File: src/sv/pced_pkg.sv
// Shared types and constants for the pin-change event dispatcher.
// Depends on nothing; the top level, the controller and the datapath import it.
package pced_pkg;

	// Operation codes carried on the op field of an input request.
	localparam logic OP_SAMPLE   = 1'b0;
	localparam logic OP_REGISTER = 1'b1;

	// An event id of all ones marks a pin that raises no event.
	localparam logic [7:0] SILENT_ID = 8'hFF;

	// Commands from the controller to the datapath.
	typedef struct packed {
		logic accept;    // take the input request this cycle
		logic issue;     // read the id of the lowest pending bit and retire it
		logic load_out;  // move the id read into the output register
	} pced_cmd_t;

	// Status from the datapath to the controller.
	typedef struct packed {
		logic sample_start;  // the offered request is a sample of a valid group
		logic pending_any;   // changed pins of the current sample remain
	} pced_status_t;

endpackage

File: src/sv/pin_change_event_dispatcher.sv
// Top level of the pin-change event dispatcher.
// Depends on pced_pkg, pced_ctrl and pced_datapath.
//
// Usage:
//   Input channel (in_valid/in_ready) carries one request: op selects a
//   register request (pin_index, pin_id, port_value) or a port sample
//   (group, port_value). Output channel (out_valid/out_ready) carries one
//   event per changed, watched, non-silent pin: event_id, level and last,
//   which marks the final event of a sample.
//   A register request is taken in the idle state and leaves the block idle.
//   A sample that raises no event goes through the scan state only; for
//   each event the block passes a scan state, a read of the id RAM through
//   its single registered read port, and the output register. Requests are
//   accepted only while no sample is in progress.
//   A stalled receiver holds the current event in the output register and
//   the block waits with it; nothing is lost.
//   Reset clears all levels, watch masks and first-registration flags; the
//   id store needs no clearing, so the block is ready straight after reset.
module pin_change_event_dispatcher
	import pced_pkg::*;
#(
	parameter int NUM_GROUPS     = 3,
	parameter int PINS_PER_GROUP = 8
) (
	input  logic       clk,
	input  logic       arst_n,
	input  logic       in_valid,
	output logic       in_ready,
	input  logic       op,
	input  logic [1:0] group,
	input  logic [7:0] port_value,
	input  logic [4:0] pin_index,
	input  logic [7:0] pin_id,
	output logic       out_valid,
	input  logic       out_ready,
	output logic [7:0] event_id,
	output logic       level,
	output logic       last
);

	pced_cmd_t    cmd;
	pced_status_t status;

	// Sequencer.
	pced_ctrl u_ctrl (
		.clk       (clk),
		.arst_n    (arst_n),
		.in_valid  (in_valid),
		.in_ready  (in_ready),
		.out_valid (out_valid),
		.out_ready (out_ready),
		.status    (status),
		.cmd       (cmd)
	);

	// State, id store and output register.
	pced_datapath #(
		.NUM_GROUPS     (NUM_GROUPS),
		.PINS_PER_GROUP (PINS_PER_GROUP)
	) u_datapath (
		.clk        (clk),
		.arst_n     (arst_n),
		.cmd        (cmd),
		.status     (status),
		.op         (op),
		.group      (group),
		.port_value (port_value),
		.pin_index  (pin_index),
		.pin_id     (pin_id),
		.event_id   (event_id),
		.level      (level),
		.last       (last)
	);

endmodule

File: src/sv/pced_ram.sv
// Generic single-port-write, single-port-read RAM with a registered read.
// Depends on nothing.
module pced_ram #(
	parameter int WIDTH = 8,
	parameter int DEPTH = 24
) (
	input  logic                                  clk,
	input  logic                                  we,
	input  logic [(DEPTH > 1 ? $clog2(DEPTH) : 1)-1:0] waddr,
	input  logic [WIDTH-1:0]                      wdata,
	input  logic [(DEPTH > 1 ? $clog2(DEPTH) : 1)-1:0] raddr,
	output logic [WIDTH-1:0]                      rdata
);

	logic [WIDTH-1:0] mem_q [DEPTH];

	// Write port and registered read port.
	always_ff @(posedge clk) begin
		if (we) begin
			mem_q[waddr] <= wdata;
		end
		rdata <= mem_q[raddr];
	end

endmodule

File: src/sv/pced_datapath.sv
// Datapath of the pin-change event dispatcher: per-group levels, watch masks,
// silent flags, the id RAM and the output register. Uses pced_pkg and pced_ram.
module pced_datapath
	import pced_pkg::*;
#(
	parameter int NUM_GROUPS     = 3,
	parameter int PINS_PER_GROUP = 8
) (
	input  logic         clk,
	input  logic         arst_n,
	input  pced_cmd_t    cmd,
	output pced_status_t status,
	input  logic         op,
	input  logic [1:0]   group,
	input  logic [7:0]   port_value,
	input  logic [4:0]   pin_index,
	input  logic [7:0]   pin_id,
	output logic [7:0]   event_id,
	output logic         level,
	output logic         last
);

	localparam int PW    = PINS_PER_GROUP;
	localparam int BW    = (PINS_PER_GROUP > 1) ? $clog2(PINS_PER_GROUP) : 1;
	localparam int GW    = (NUM_GROUPS > 1) ? $clog2(NUM_GROUPS) : 1;
	localparam int TOTAL = NUM_GROUPS * PINS_PER_GROUP;
	localparam int AW    = (TOTAL > 1) ? $clog2(TOTAL) : 1;

	logic [7:0]    prev_q   [NUM_GROUPS];
	logic [PW-1:0] mask_q   [NUM_GROUPS];
	logic [PW-1:0] silent_q [NUM_GROUPS];
	logic [NUM_GROUPS-1:0] seeded_q;

	logic [GW-1:0] grp_q;
	logic [PW-1:0] port_q;
	logic [PW-1:0] pending_q;
	logic          level_q;
	logic          last_q;
	logic [7:0]    event_id_q;
	logic          level_out_q;
	logic          last_out_q;

	logic          reg_hit;
	logic [GW-1:0] reg_grp;
	logic [BW-1:0] reg_bit;
	logic [PW-1:0] reg_onehot;
	logic          smp_hit;
	logic [GW-1:0] smp_grp;
	logic [PW-1:0] changed;
	logic [BW-1:0] low_bit;
	logic [PW-1:0] pending_next;
	logic          ram_we;
	logic [AW-1:0] ram_waddr;
	logic [AW-1:0] ram_raddr;
	logic [7:0]    ram_rdata;

	// Split the pin index into group and bit by range compares.
	always_comb begin
		reg_hit = 1'b0;
		reg_grp = '0;
		reg_bit = '0;
		for (int g = 0; g < NUM_GROUPS; g++) begin
			if (32'(pin_index) >= g * PINS_PER_GROUP &&
			    32'(pin_index) < (g + 1) * PINS_PER_GROUP) begin
				reg_hit = 1'b1;
				reg_grp = GW'(g);
				reg_bit = BW'(32'(pin_index) - g * PINS_PER_GROUP);
			end
		end
	end

	assign reg_onehot = PW'(1) << reg_bit;

	// Sample decode and the watched, non-silent bits that changed.
	assign smp_hit = (32'(group) < NUM_GROUPS);
	assign smp_grp = GW'(group);
	assign changed = (port_value[PW-1:0] ^ prev_q[smp_grp][PW-1:0])
	                 & mask_q[smp_grp] & ~silent_q[smp_grp];

	assign status.sample_start = (op == OP_SAMPLE) && smp_hit;
	assign status.pending_any  = (pending_q != '0);

	// Lowest pending bit, and the pending set once it is retired.
	always_comb begin
		low_bit = '0;
		for (int b = PW - 1; b >= 0; b--) begin
			if (pending_q[b]) begin
				low_bit = BW'(b);
			end
		end
	end

	assign pending_next = pending_q & (pending_q - PW'(1));

	// Per-group state: levels, masks and first-registration flags.
	always_ff @(posedge clk or negedge arst_n) begin
		if (!arst_n) begin
			for (int g = 0; g < NUM_GROUPS; g++) begin
				prev_q[g] <= '0;
				mask_q[g] <= '0;
			end
			seeded_q <= '0;
		end else if (cmd.accept) begin
			if (op == OP_REGISTER) begin
				if (reg_hit) begin
					seeded_q[reg_grp] <= 1'b1;
					if (!seeded_q[reg_grp]) begin
						prev_q[reg_grp] <= port_value;
						mask_q[reg_grp] <= reg_onehot;
					end else begin
						mask_q[reg_grp] <= mask_q[reg_grp] | reg_onehot;
					end
				end
			end else if (smp_hit) begin
				prev_q[smp_grp] <= port_value;
			end
		end
	end

	// Silent flags follow the id written; they are read only where watched.
	always_ff @(posedge clk) begin
		if (cmd.accept && op == OP_REGISTER && reg_hit) begin
			silent_q[reg_grp][reg_bit] <= (pin_id == SILENT_ID);
		end
	end

	// Pending set of the sample in progress.
	always_ff @(posedge clk or negedge arst_n) begin
		if (!arst_n) begin
			pending_q <= '0;
		end else if (cmd.accept && status.sample_start) begin
			pending_q <= changed;
		end else if (cmd.issue) begin
			pending_q <= pending_next;
		end
	end

	// Sample context and the level and last flag of the event being read.
	always_ff @(posedge clk) begin
		if (cmd.accept && status.sample_start) begin
			grp_q  <= smp_grp;
			port_q <= port_value[PW-1:0];
		end
		if (cmd.issue) begin
			level_q <= port_q[low_bit];
			last_q  <= (pending_next == '0);
		end
		if (cmd.load_out) begin
			event_id_q  <= ram_rdata;
			level_out_q <= level_q;
			last_out_q  <= last_q;
		end
	end

	// Id store, written by register requests and read one pin at a time.
	assign ram_we    = cmd.accept && (op == OP_REGISTER) && reg_hit;
	assign ram_waddr = AW'(32'(reg_grp) * PINS_PER_GROUP + 32'(reg_bit));
	assign ram_raddr = AW'(32'(grp_q) * PINS_PER_GROUP + 32'(low_bit));

	pced_ram #(
		.WIDTH (8),
		.DEPTH (TOTAL)
	) u_id_ram (
		.clk   (clk),
		.we    (ram_we),
		.waddr (ram_waddr),
		.wdata (pin_id),
		.raddr (ram_raddr),
		.rdata (ram_rdata)
	);

	assign event_id = event_id_q;
	assign level    = level_out_q;
	assign last     = last_out_q;

	// An id is read only while a changed pin is still pending.
	a_issue_pending: assert property (@(posedge clk) disable iff (!arst_n)
		cmd.issue |-> pending_q != '0)
		else $error("event issued with nothing pending");

	// Each issue retires exactly one pending pin.
	a_issue_retires_one: assert property (@(posedge clk) disable iff (!arst_n)
		cmd.issue |=> $countones(pending_q) == $countones($past(pending_q)) - 1)
		else $error("issue did not retire exactly one pin");

endmodule

File: src/sv/pced_ctrl.sv
// Controller of the pin-change event dispatcher: accepts requests and steps
// through the changed pins of a sample. Uses pced_pkg.
module pced_ctrl
	import pced_pkg::*;
(
	input  logic         clk,
	input  logic         arst_n,
	input  logic         in_valid,
	output logic         in_ready,
	output logic         out_valid,
	input  logic         out_ready,
	input  pced_status_t status,
	output pced_cmd_t    cmd
);

	localparam logic [1:0] S_IDLE = 2'd0;
	localparam logic [1:0] S_SCAN = 2'd1;
	localparam logic [1:0] S_LOAD = 2'd2;
	localparam logic [1:0] S_HOLD = 2'd3;

	logic [1:0] state_q;
	logic [1:0] state_d;

	// Next state and commands.
	always_comb begin
		state_d      = state_q;
		cmd.accept   = 1'b0;
		cmd.issue    = 1'b0;
		cmd.load_out = 1'b0;
		case (state_q)
			S_IDLE: begin
				if (in_valid) begin
					cmd.accept = 1'b1;
					state_d    = status.sample_start ? S_SCAN : S_IDLE;
				end
			end
			S_SCAN: begin
				if (status.pending_any) begin
					cmd.issue = 1'b1;
					state_d   = S_LOAD;
				end else begin
					state_d = S_IDLE;
				end
			end
			S_LOAD: begin
				cmd.load_out = 1'b1;
				state_d      = S_HOLD;
			end
			S_HOLD: begin
				if (out_ready) begin
					state_d = status.pending_any ? S_SCAN : S_IDLE;
				end
			end
			default: begin
				state_d = S_IDLE;
			end
		endcase
	end

	always_ff @(posedge clk or negedge arst_n) begin
		if (!arst_n) begin
			state_q <= S_IDLE;
		end else begin
			state_q <= state_d;
		end
	end

	assign in_ready  = (state_q == S_IDLE);
	assign out_valid = (state_q == S_HOLD);

	// Input and output sides are never open at once.
	a_one_side: assert property (@(posedge clk) disable iff (!arst_n)
		!(in_ready && out_valid))
		else $error("input and output handshakes open together");

	// A loaded event is always presented next.
	a_load_then_hold: assert property (@(posedge clk) disable iff (!arst_n)
		state_q == S_LOAD |=> out_valid)
		else $error("loaded event not presented");

	// A presented event is held until it is taken.
	a_hold_stall: assert property (@(posedge clk) disable iff (!arst_n)
		out_valid && !out_ready |=> out_valid)
		else $error("event dropped while stalled");

endmodule
File: config.mk
export PLATFORM = sky130hd
export DESIGN_NAME = pin_change_event_dispatcher
export DESIGN_NICKNAME = d
export VERILOG_FILES = /design/src/sv/pced_pkg.sv /design/src/sv/pin_change_event_dispatcher.sv /design/src/sv/pced_ram.sv /design/src/sv/pced_datapath.sv /design/src/sv/pced_ctrl.sv
export SDC_FILE = /design/constraint.sdc
export NUM_CORES = 1
export LEC_CHECK = 0
export BUFFER_PORTS_ARGS = -buffer_cell sky130_fd_sc_hd__buf_4
export CELL_PAD_IN_SITES_DETAIL_PLACEMENT = 0
export CELL_PAD_IN_SITES_GLOBAL_PLACEMENT = 1
export CORE_MARGIN = 1.5
export CORE_UTILIZATION = 45
export CTS_BUF_LIST = sky130_fd_sc_hd__clkbuf_16
export CTS_CLUSTER_DIAMETER = 120
export DETAILED_ROUTE_END_ITERATION = 6
export HOLD_SLACK_MARGIN = 0.12
export PLACE_DENSITY_LB_ADDON = 0.1
export SYNTH_ARGS = -nofsm -noshare
export SYNTH_HDL_FRONTEND = slang
export SYNTH_HIERARCHICAL = 1
export SYNTH_SLANG_ARGS = --single-unit
File: constraint.sdc
create_clock -name clk -period 7.3 [get_ports clk]
set_clock_uncertainty 0.2 [all_clocks]
set_input_delay 0.365 -clock clk [delete_from_list [all_inputs] [get_ports clk]]
set_output_delay 0.365 -clock clk [all_outputs]
set_load 0.02 [all_outputs]
# After elaboration in Yosys (flattened, before gate mapping)

Memories as Yosys holds them, arrays and structs flattened. A register that Yosys moved wholly into a read port is not among the register bits.
Index checks and enable logic that the tools add are counted.

Order comparisons: 15
Equality and inequality tests: 8
Bitwise operators: 10
Add/sub/neg operators: 5
Shifts and indexed selects: 1
Reductions and logical operators: 18
Mux-type cells: 62

Operator list:

| kind                                                        | number |
|---|---|
| 2-to-1 mux 24 bit                                           | 5 |
| bitwise mux 24 bit                                          | 4 |
| 2-to-1 mux 8 bit                                            | 11 |
| binary-select mux 8 bit (select 2 bit)                      | 3 |
| 2-to-1 mux 3 bit                                            | 11 |
| demux 8 bit (select 2 bit)                                  | 2 |
| bitwise AND 8 bit                                           | 3 |
| 2-to-1 mux 1 bit                                            | 17 |
| adder 5 x 3 -> 5 bit                                        | 2 |
| logical AND 1 bit                                           | 10 |
| less-than comparator 5 bit (second input constant)          | 2 |
| == test 8 bit (second input constant)                       | 1 |
| logical NOT 8 bit                                           | 1 |
| less-than comparator 3 x 4 -> 1 bit (second input constant) | 2 |
| 2-to-1 mux 2 bit                                            | 4 |
| inverter 8 bit                                              | 1 |
| OR 8 bit                                                    | 1 |
| one-hot mux 2 bit (4 select lines)                          | 1 |
| nonzero test 8 bit                                          | 1 |
| left shift 1 x 3 -> 8 bit (first input constant)            | 1 |
| subtractor 8 x 1 -> 8 bit (second input constant)           | 1 |
| XOR 8 bit                                                   | 1 |
| greater-or-equal comparator 3 bit (second input constant)   | 2 |
| less-than comparator 3 x 1 -> 1 bit (second input constant) | 2 |
| 24 further kinds                                            | 30 |

Bits in writable memories: 216
Memories: 2
Output and inout bits: 12
Bits of input ports: 28
Register bits after elaboration: 83

Memories:

| memory                    | depth | bits a word | rd ports | clocked after Yosys merged registers in | write ports | RTL line            | RTL |
|---|---|---|---|---|---|---|---|
| u_datapath.u_id_ram.mem_q | 24    | 8           | 1        | 1                                       | 1           | pced_ram.sv:15      | `logic [WIDTH-1:0] mem_q [DEPTH];` |
| u_datapath.silent_q       | 3     | 8           | 1        | 0                                       | 1           | pced_datapath.sv:31 | `logic [PW-1:0] silent_q [NUM_GROUPS];` |

# Logic depth before layout (Yosys ltp)

Word-level depth: 13
Depth in mapped cells: 11
Gate-level depth less buffers: 8

# Modules after synthesis

Netlist, hierarchy kept.

Modules (own cells, without submodules):

| module        | area each (sq um) | cells an instance | seq. area each (sq um) | instances |
|---|---|---|---|---|
| pced_ram      | 7719.9            | 383               | 5925.7                 | 1 |
| pced_datapath | 4888.4            | 439               | 2857.7                 | 1 |
| pced_ctrl     | 115.1             | 13                | 50.0                   | 1 |

# Worst setup path after synthesis

Ideal clock, no wire load.

Path kind: register to register
Start point: register (tool-made name)
End point: memory u_datapath.u_id_ram.mem_q[0][0] (enable)
Required time: 6.730 ns
Path slack: 4.441 ns
Path buffers: 2
Stages on the path, launching flop included: 8
Data arrival time: 2.289 ns
Library setup time: 0.370 ns
Cell sequence: dfrtp_1 > nor2_1 > and2_1 > and3b_1 > clkbuf_1 > or3b_2 > clkbuf_1 > nor2_1

RTL lines:

| item             | RTL line |
|---|---|
| end: declaration | pced_ram.sv:15 |

# Worst setup path after layout

Start point: register u_datapath.pending_q[0]
End point: register u_datapath.u_id_ram.rdata[1] (read register of u_datapath.u_id_ram.mem_q)

Word-level cells in the longest chain between the ends: 2

Ends and longest elaborated chain:

| item                            | RTL line             | RTL |
|---|---|---|
| start: declaration              | pced_datapath.sv:36  | `logic [PW-1:0] pending_q;` |
| start signal: assignment        | pced_datapath.sv:132 | `pending_q <= changed;` |
| start signal: assignment        | pced_datapath.sv:134 | `pending_q <= pending_next;` |
| 2-to-1 mux 3 bit                | pced_datapath.sv:87  | `if (pending_q[b]) begin` |
| named net u_datapath.low_bit[0] | pced_datapath.sv:50  | `logic [BW-1:0] low_bit;` |
| adder 5 x 3 -> 5 bit            | pced_datapath.sv:158 | `assign ram_raddr = AW'(32'(grp_q) * PINS_PER_GROUP + 32'(low_bit));` |
| end: declaration                | pced_ram.sv:12       | `output logic [WIDTH-1:0] rdata` |

The timed path passes the listed nets, and every way through them passes these cells.
A chain may end at the register's enable or synchronous reset.

==> impl_metrics.json <==
{
  "final_cell_area_sq_mm": 0.0146,
  "worstPathMaxFanout": 50,
  "synth_edf_count": 238,
  "wl_microns": 27300,
  "r2r_cells": 5,
  "vias": 7066,
  "nFillCells": 2353,
  "cpLargestDelayFamily": "multiplexers",
  "fmax_mhz": 296,
  "path_clk_slew_ns": 0.06,
  "routedWlPerCell_microns": 21.0,
  "cp.arrival_ns": 3.55,
  "chipWidth_microns": 171,
  "postCtsSetupBuffers": 0,
  "diodes": 0,
  "synthTopCellsByArea": "edfxtp_1 (56%), dfrtp_1 (12%), mux4_2 (5.7%)",
  "antenna_found_initial": 0,
  "start_kind": "flop",
  "core.rowCount": 61,
  "cts_tree": "done",
  "wl_met2_microns": 13500,
  "cts.sinks": 307,
  "cts_hold_buffers": 21,
  "vias_per_cell": 5.46,
  "cpPeakStageDelay_ns": 0.80,
  "cp_num_cells": 5,
  "synth.cell_area_sq_mm": 0.0127,
  "drt_iter0_markers": 420,
  "cts_buffers": 34,
  "syn_avg_cell_area_sq_um": 15.2,
  "synth-seq-cells": 307,
  "power_density_mw_per_mm2": 335,
  "irDropWorstVdd_mv": 0.214,
  "critPathKind": "reg -> reg",
  "wl_met3_microns": 1140,
  "gp_congestion": 0.795,
  "drive_gt1_share_pct": 18.4,
  "area_growth_pct": 14.4,
  "ios": 40,
  "max-clock-path-buffers": 3,
  "regArea_sq_mm": 0.00883,
  "die_h_microns": 171,
  "p_leak_nw": 4.95,
  "cts_max_level": 2,
  "hold_depth": 1,
  "grt_start_max_net_pins": 62,
  "grt-ovfl-total": 0,
  "track_usage_pct": 19.2,
  "crit_buf_inv": 1,
  "cp.required_ns": 7.47,
  "cts.repair.resized": 0,
  "netlist_instances": 835,
  "cts_root_buf": "clkbuf_16",
  "async_reset_ff_share_pct": 19.9,
  "coreArea_sq_mm": 0.0278,
  "finalSetupViolCount": 0,
  "outcome": "complete, no violations",
  "drc": 0,
  "m1WireLength_microns": 11900,
  "ys_seq_area_share_pct": 69.4,
  "dpl.hpwl_microns": 17700,
  "dominantRegCellSynth": "edfxtp_1",
  "hold_viol": 0,
  "synth_nets": 867,
  "antenna_left": 0,
  "grt_pass1_vias": 7129,
  "relSlewSlack_pct": 35.5,
  "worst_pin_slew_ns": 0.964,
  "multiInputGateArea_sq_mm": 0.00360,
  "yosysUniqueCellTypes": 58,
  "end_kind": "flop",
  "drv_cap": 0,
  "ys_warn_count": 6,
  "grt_first_pass_wirelength_microns": 41800,
  "placed_area_sq_mm": 0.0133,
  "finalNetCount": 924,
  "final_max_slew_viol_count": 0,
  "critPathSlowestCell": "buf_4",
  "post-route-period-util_pct": 46.3,
  "die-area_sq_mm": 0.0293,
  "tns_ns": 0,
  "port_buffers": 39,
  "initial_core_util_pct": 45.8,
  "yosysTopAreaCell": "edfxtp_1",
  "period_needed_ns": 3.38,
  "top_layer": "met4",
  "rsz0062_at_grt": "no",
  "crit_chain": "o41ai_2 > buf_4 > mux4_2 > mux2i_1 > o311ai_1",
  "dr.pass1.iters": 5,
  "insertion_delay_ns": 0.50,
  "netlist.area_leader.share_pct": 56.2,
  "hold_class": "in -> reg"
}
synthesized netlist by cell type (2+ instances only):
cell type  count
edfxtp_1     238
nand2_1       78
dfrtp_1       61
nor2_1        61
mux2i_1       59
o21ai_0       56
mux4_2        32
mux2_2        27
inv_1         17
clkbuf_1      16
nand3_1       15
nand3b_1      14
buf_2         13
a22oi_1        9
a2bb2oi_1      9
a21boi_0       8
a21oi_1        8
dfxtp_1        8
o211ai_1       8
o311ai_1       8
o32a_1         8
buf_1          6
nand2b_1       6
buf_6          5
nor3_1         5
xnor2_1        5
and2_1         4
ha_1           4
nor2b_1        4
nor4_1         3
o2bb2ai_1      3
or3_1          3
xor2_1         3
and2b_2        2
maj3_1         2
nand4_1        2
nor2_2         2
o22ai_1        2
or3b_2         2
worst reg2reg max path, stage by stage (launching register included):
cell and delay [ns]:
dfrtp_1 0.49, o41ai_2 0.61, buf_4 0.80, mux4_2 0.67
mux2i_1 0.35, o311ai_1 0.14
flip-flops by register name, indices dropped and copies added (netlist names), named ones only:
| signal | flops |
|---|---|
| u_ctrl/state_q | 1 |
| u_datapath/mask_q | 24 |
| u_datapath/silent_q | 24 |
| u_datapath/event_id | 8 |
| u_datapath/last | 1 |
| u_datapath/u_id_ram/rdata | 8 |
| u_datapath/level_q | 1 |
| u_datapath/grp_q | 2 |
| u_datapath/prev_q | 24 |
| u_datapath/pending_q | 8 |
| u_datapath/port_q | 8 |
| u_datapath/level | 1 |
| u_datapath/last_q | 1 |
| u_datapath/seeded_q | 3 |
| u_datapath/u_id_ram/mem_q | 192 |
where the power goes:
part | total (mW) | internal [mW] | switching (mW) | leakage (nW)
logic | 1.14 | 0.521 | 0.615 | 1.34
registers | 2.15 | 2.06 | 0.0903 | 3.06
clock network | 1.60 | 0.941 | 0.655 | 0.546
path summary, 6_finish.rpt:
path                                              startpoint  slack [ns]                      endpoint
worst max-delay path                 u_datapath/pending_q[0]        3.92  u_datapath/u_id_ram/rdata[1]
worst min-delay path                                group[0]        0.14           u_datapath/grp_q[0]
worst max register to register       u_datapath/pending_q[0]        3.92  u_datapath/u_id_ram/rdata[1]
worst min register to register  u_datapath/u_id_ram/rdata[1]        0.20        u_datapath/event_id[1]
max in group asynchronous                             arst_n        6.06         u_datapath/mask_q[10]
min in group asynchronous                             arst_n        0.30         u_datapath/prev_q[22]
cell usage in the layout (no fill, tap or decap), types with 4 or more instances in the layout:
| cell type | n |
|---|---|
| nor3_1 | 5 |
| o311ai_1 | 8 |
| clkinv_1 | 6 |
| o211ai_1 | 8 |
| nand2b_1 | 6 |
| mux2_2 | 27 |
| o32a_1 | 8 |
| a21oi_1 | 8 |
| edfxtp_1 | 238 |
| clkinv_2 | 12 |
| nand3b_1 | 14 |
| o21ai_0 | 56 |
| dfxtp_1 | 8 |
| and2_1 | 4 |
| a22oi_1 | 9 |
| clkbuf_16 | 35 |
| buf_4 | 43 |
| inv_1 | 21 |
| ha_1 | 4 |
| mux2i_1 | 59 |
| dfrtp_1 | 61 |
| a2bb2oi_1 | 9 |
| xnor2_1 | 5 |
| nand3_1 | 15 |
| nand2_1 | 78 |
| a21boi_0 | 8 |
| mux4_2 | 32 |
| nor2_1 | 60 |
| dlygate4sd3_1 | 21 |
layout make-up:
class                   instances  share of cell area, %
flip-flops and latches        307                   60.7
repair buffers                 64                   3.66
clock buffers                  35                   6.02
well taps                     378                   3.25
clock inverters                26                   1.20
inverters                      17                  0.438
multi-input cells             468                   24.7
per-stage QoR:
stage                     power, mW  util [%]  hold slack (ns)  worst slack, ns  cells
after floorplan                3.03         -           -0.131             4.44    835
after global placement         3.30      47.8            0.199             3.81   1213
after detailed placement       3.33      47.8            0.189             3.71   1213
after CTS                      4.94      52.4            0.128             3.89   1295
after global routing           5.11      52.4            0.136             3.79   1295
final                          4.88      52.4            0.141             3.92   1295
per-layer routing:
layer / up-vias / global-route usage [%]
met5: - / 0
met4: 0 / 6.25
met3: 46 / 3.05
met2: 178 / 32.9
met1: 3549 / 25.1
li1: 3293 / -
cells by family (layout without fill, tap and decap cells):
logic type | Yosys count | after routing | share of synthesized area, %
adder cells (fa/ha/maj) | 6 | 6 | 0.551
AO/OA/AOI/OAI | 129 | 129 | 6.83
XOR/XNOR | 8 | 8 | 0.551
AND/OR/NAND/NOR | 207 | 207 | 7.56
flip-flops | 307 | 307 | 69.4
buffers and inverters | 60 | 142 | 2.38
multiplexers | 118 | 118 | 12.7
No activity file was read; power rests on OpenSTA's default activity.
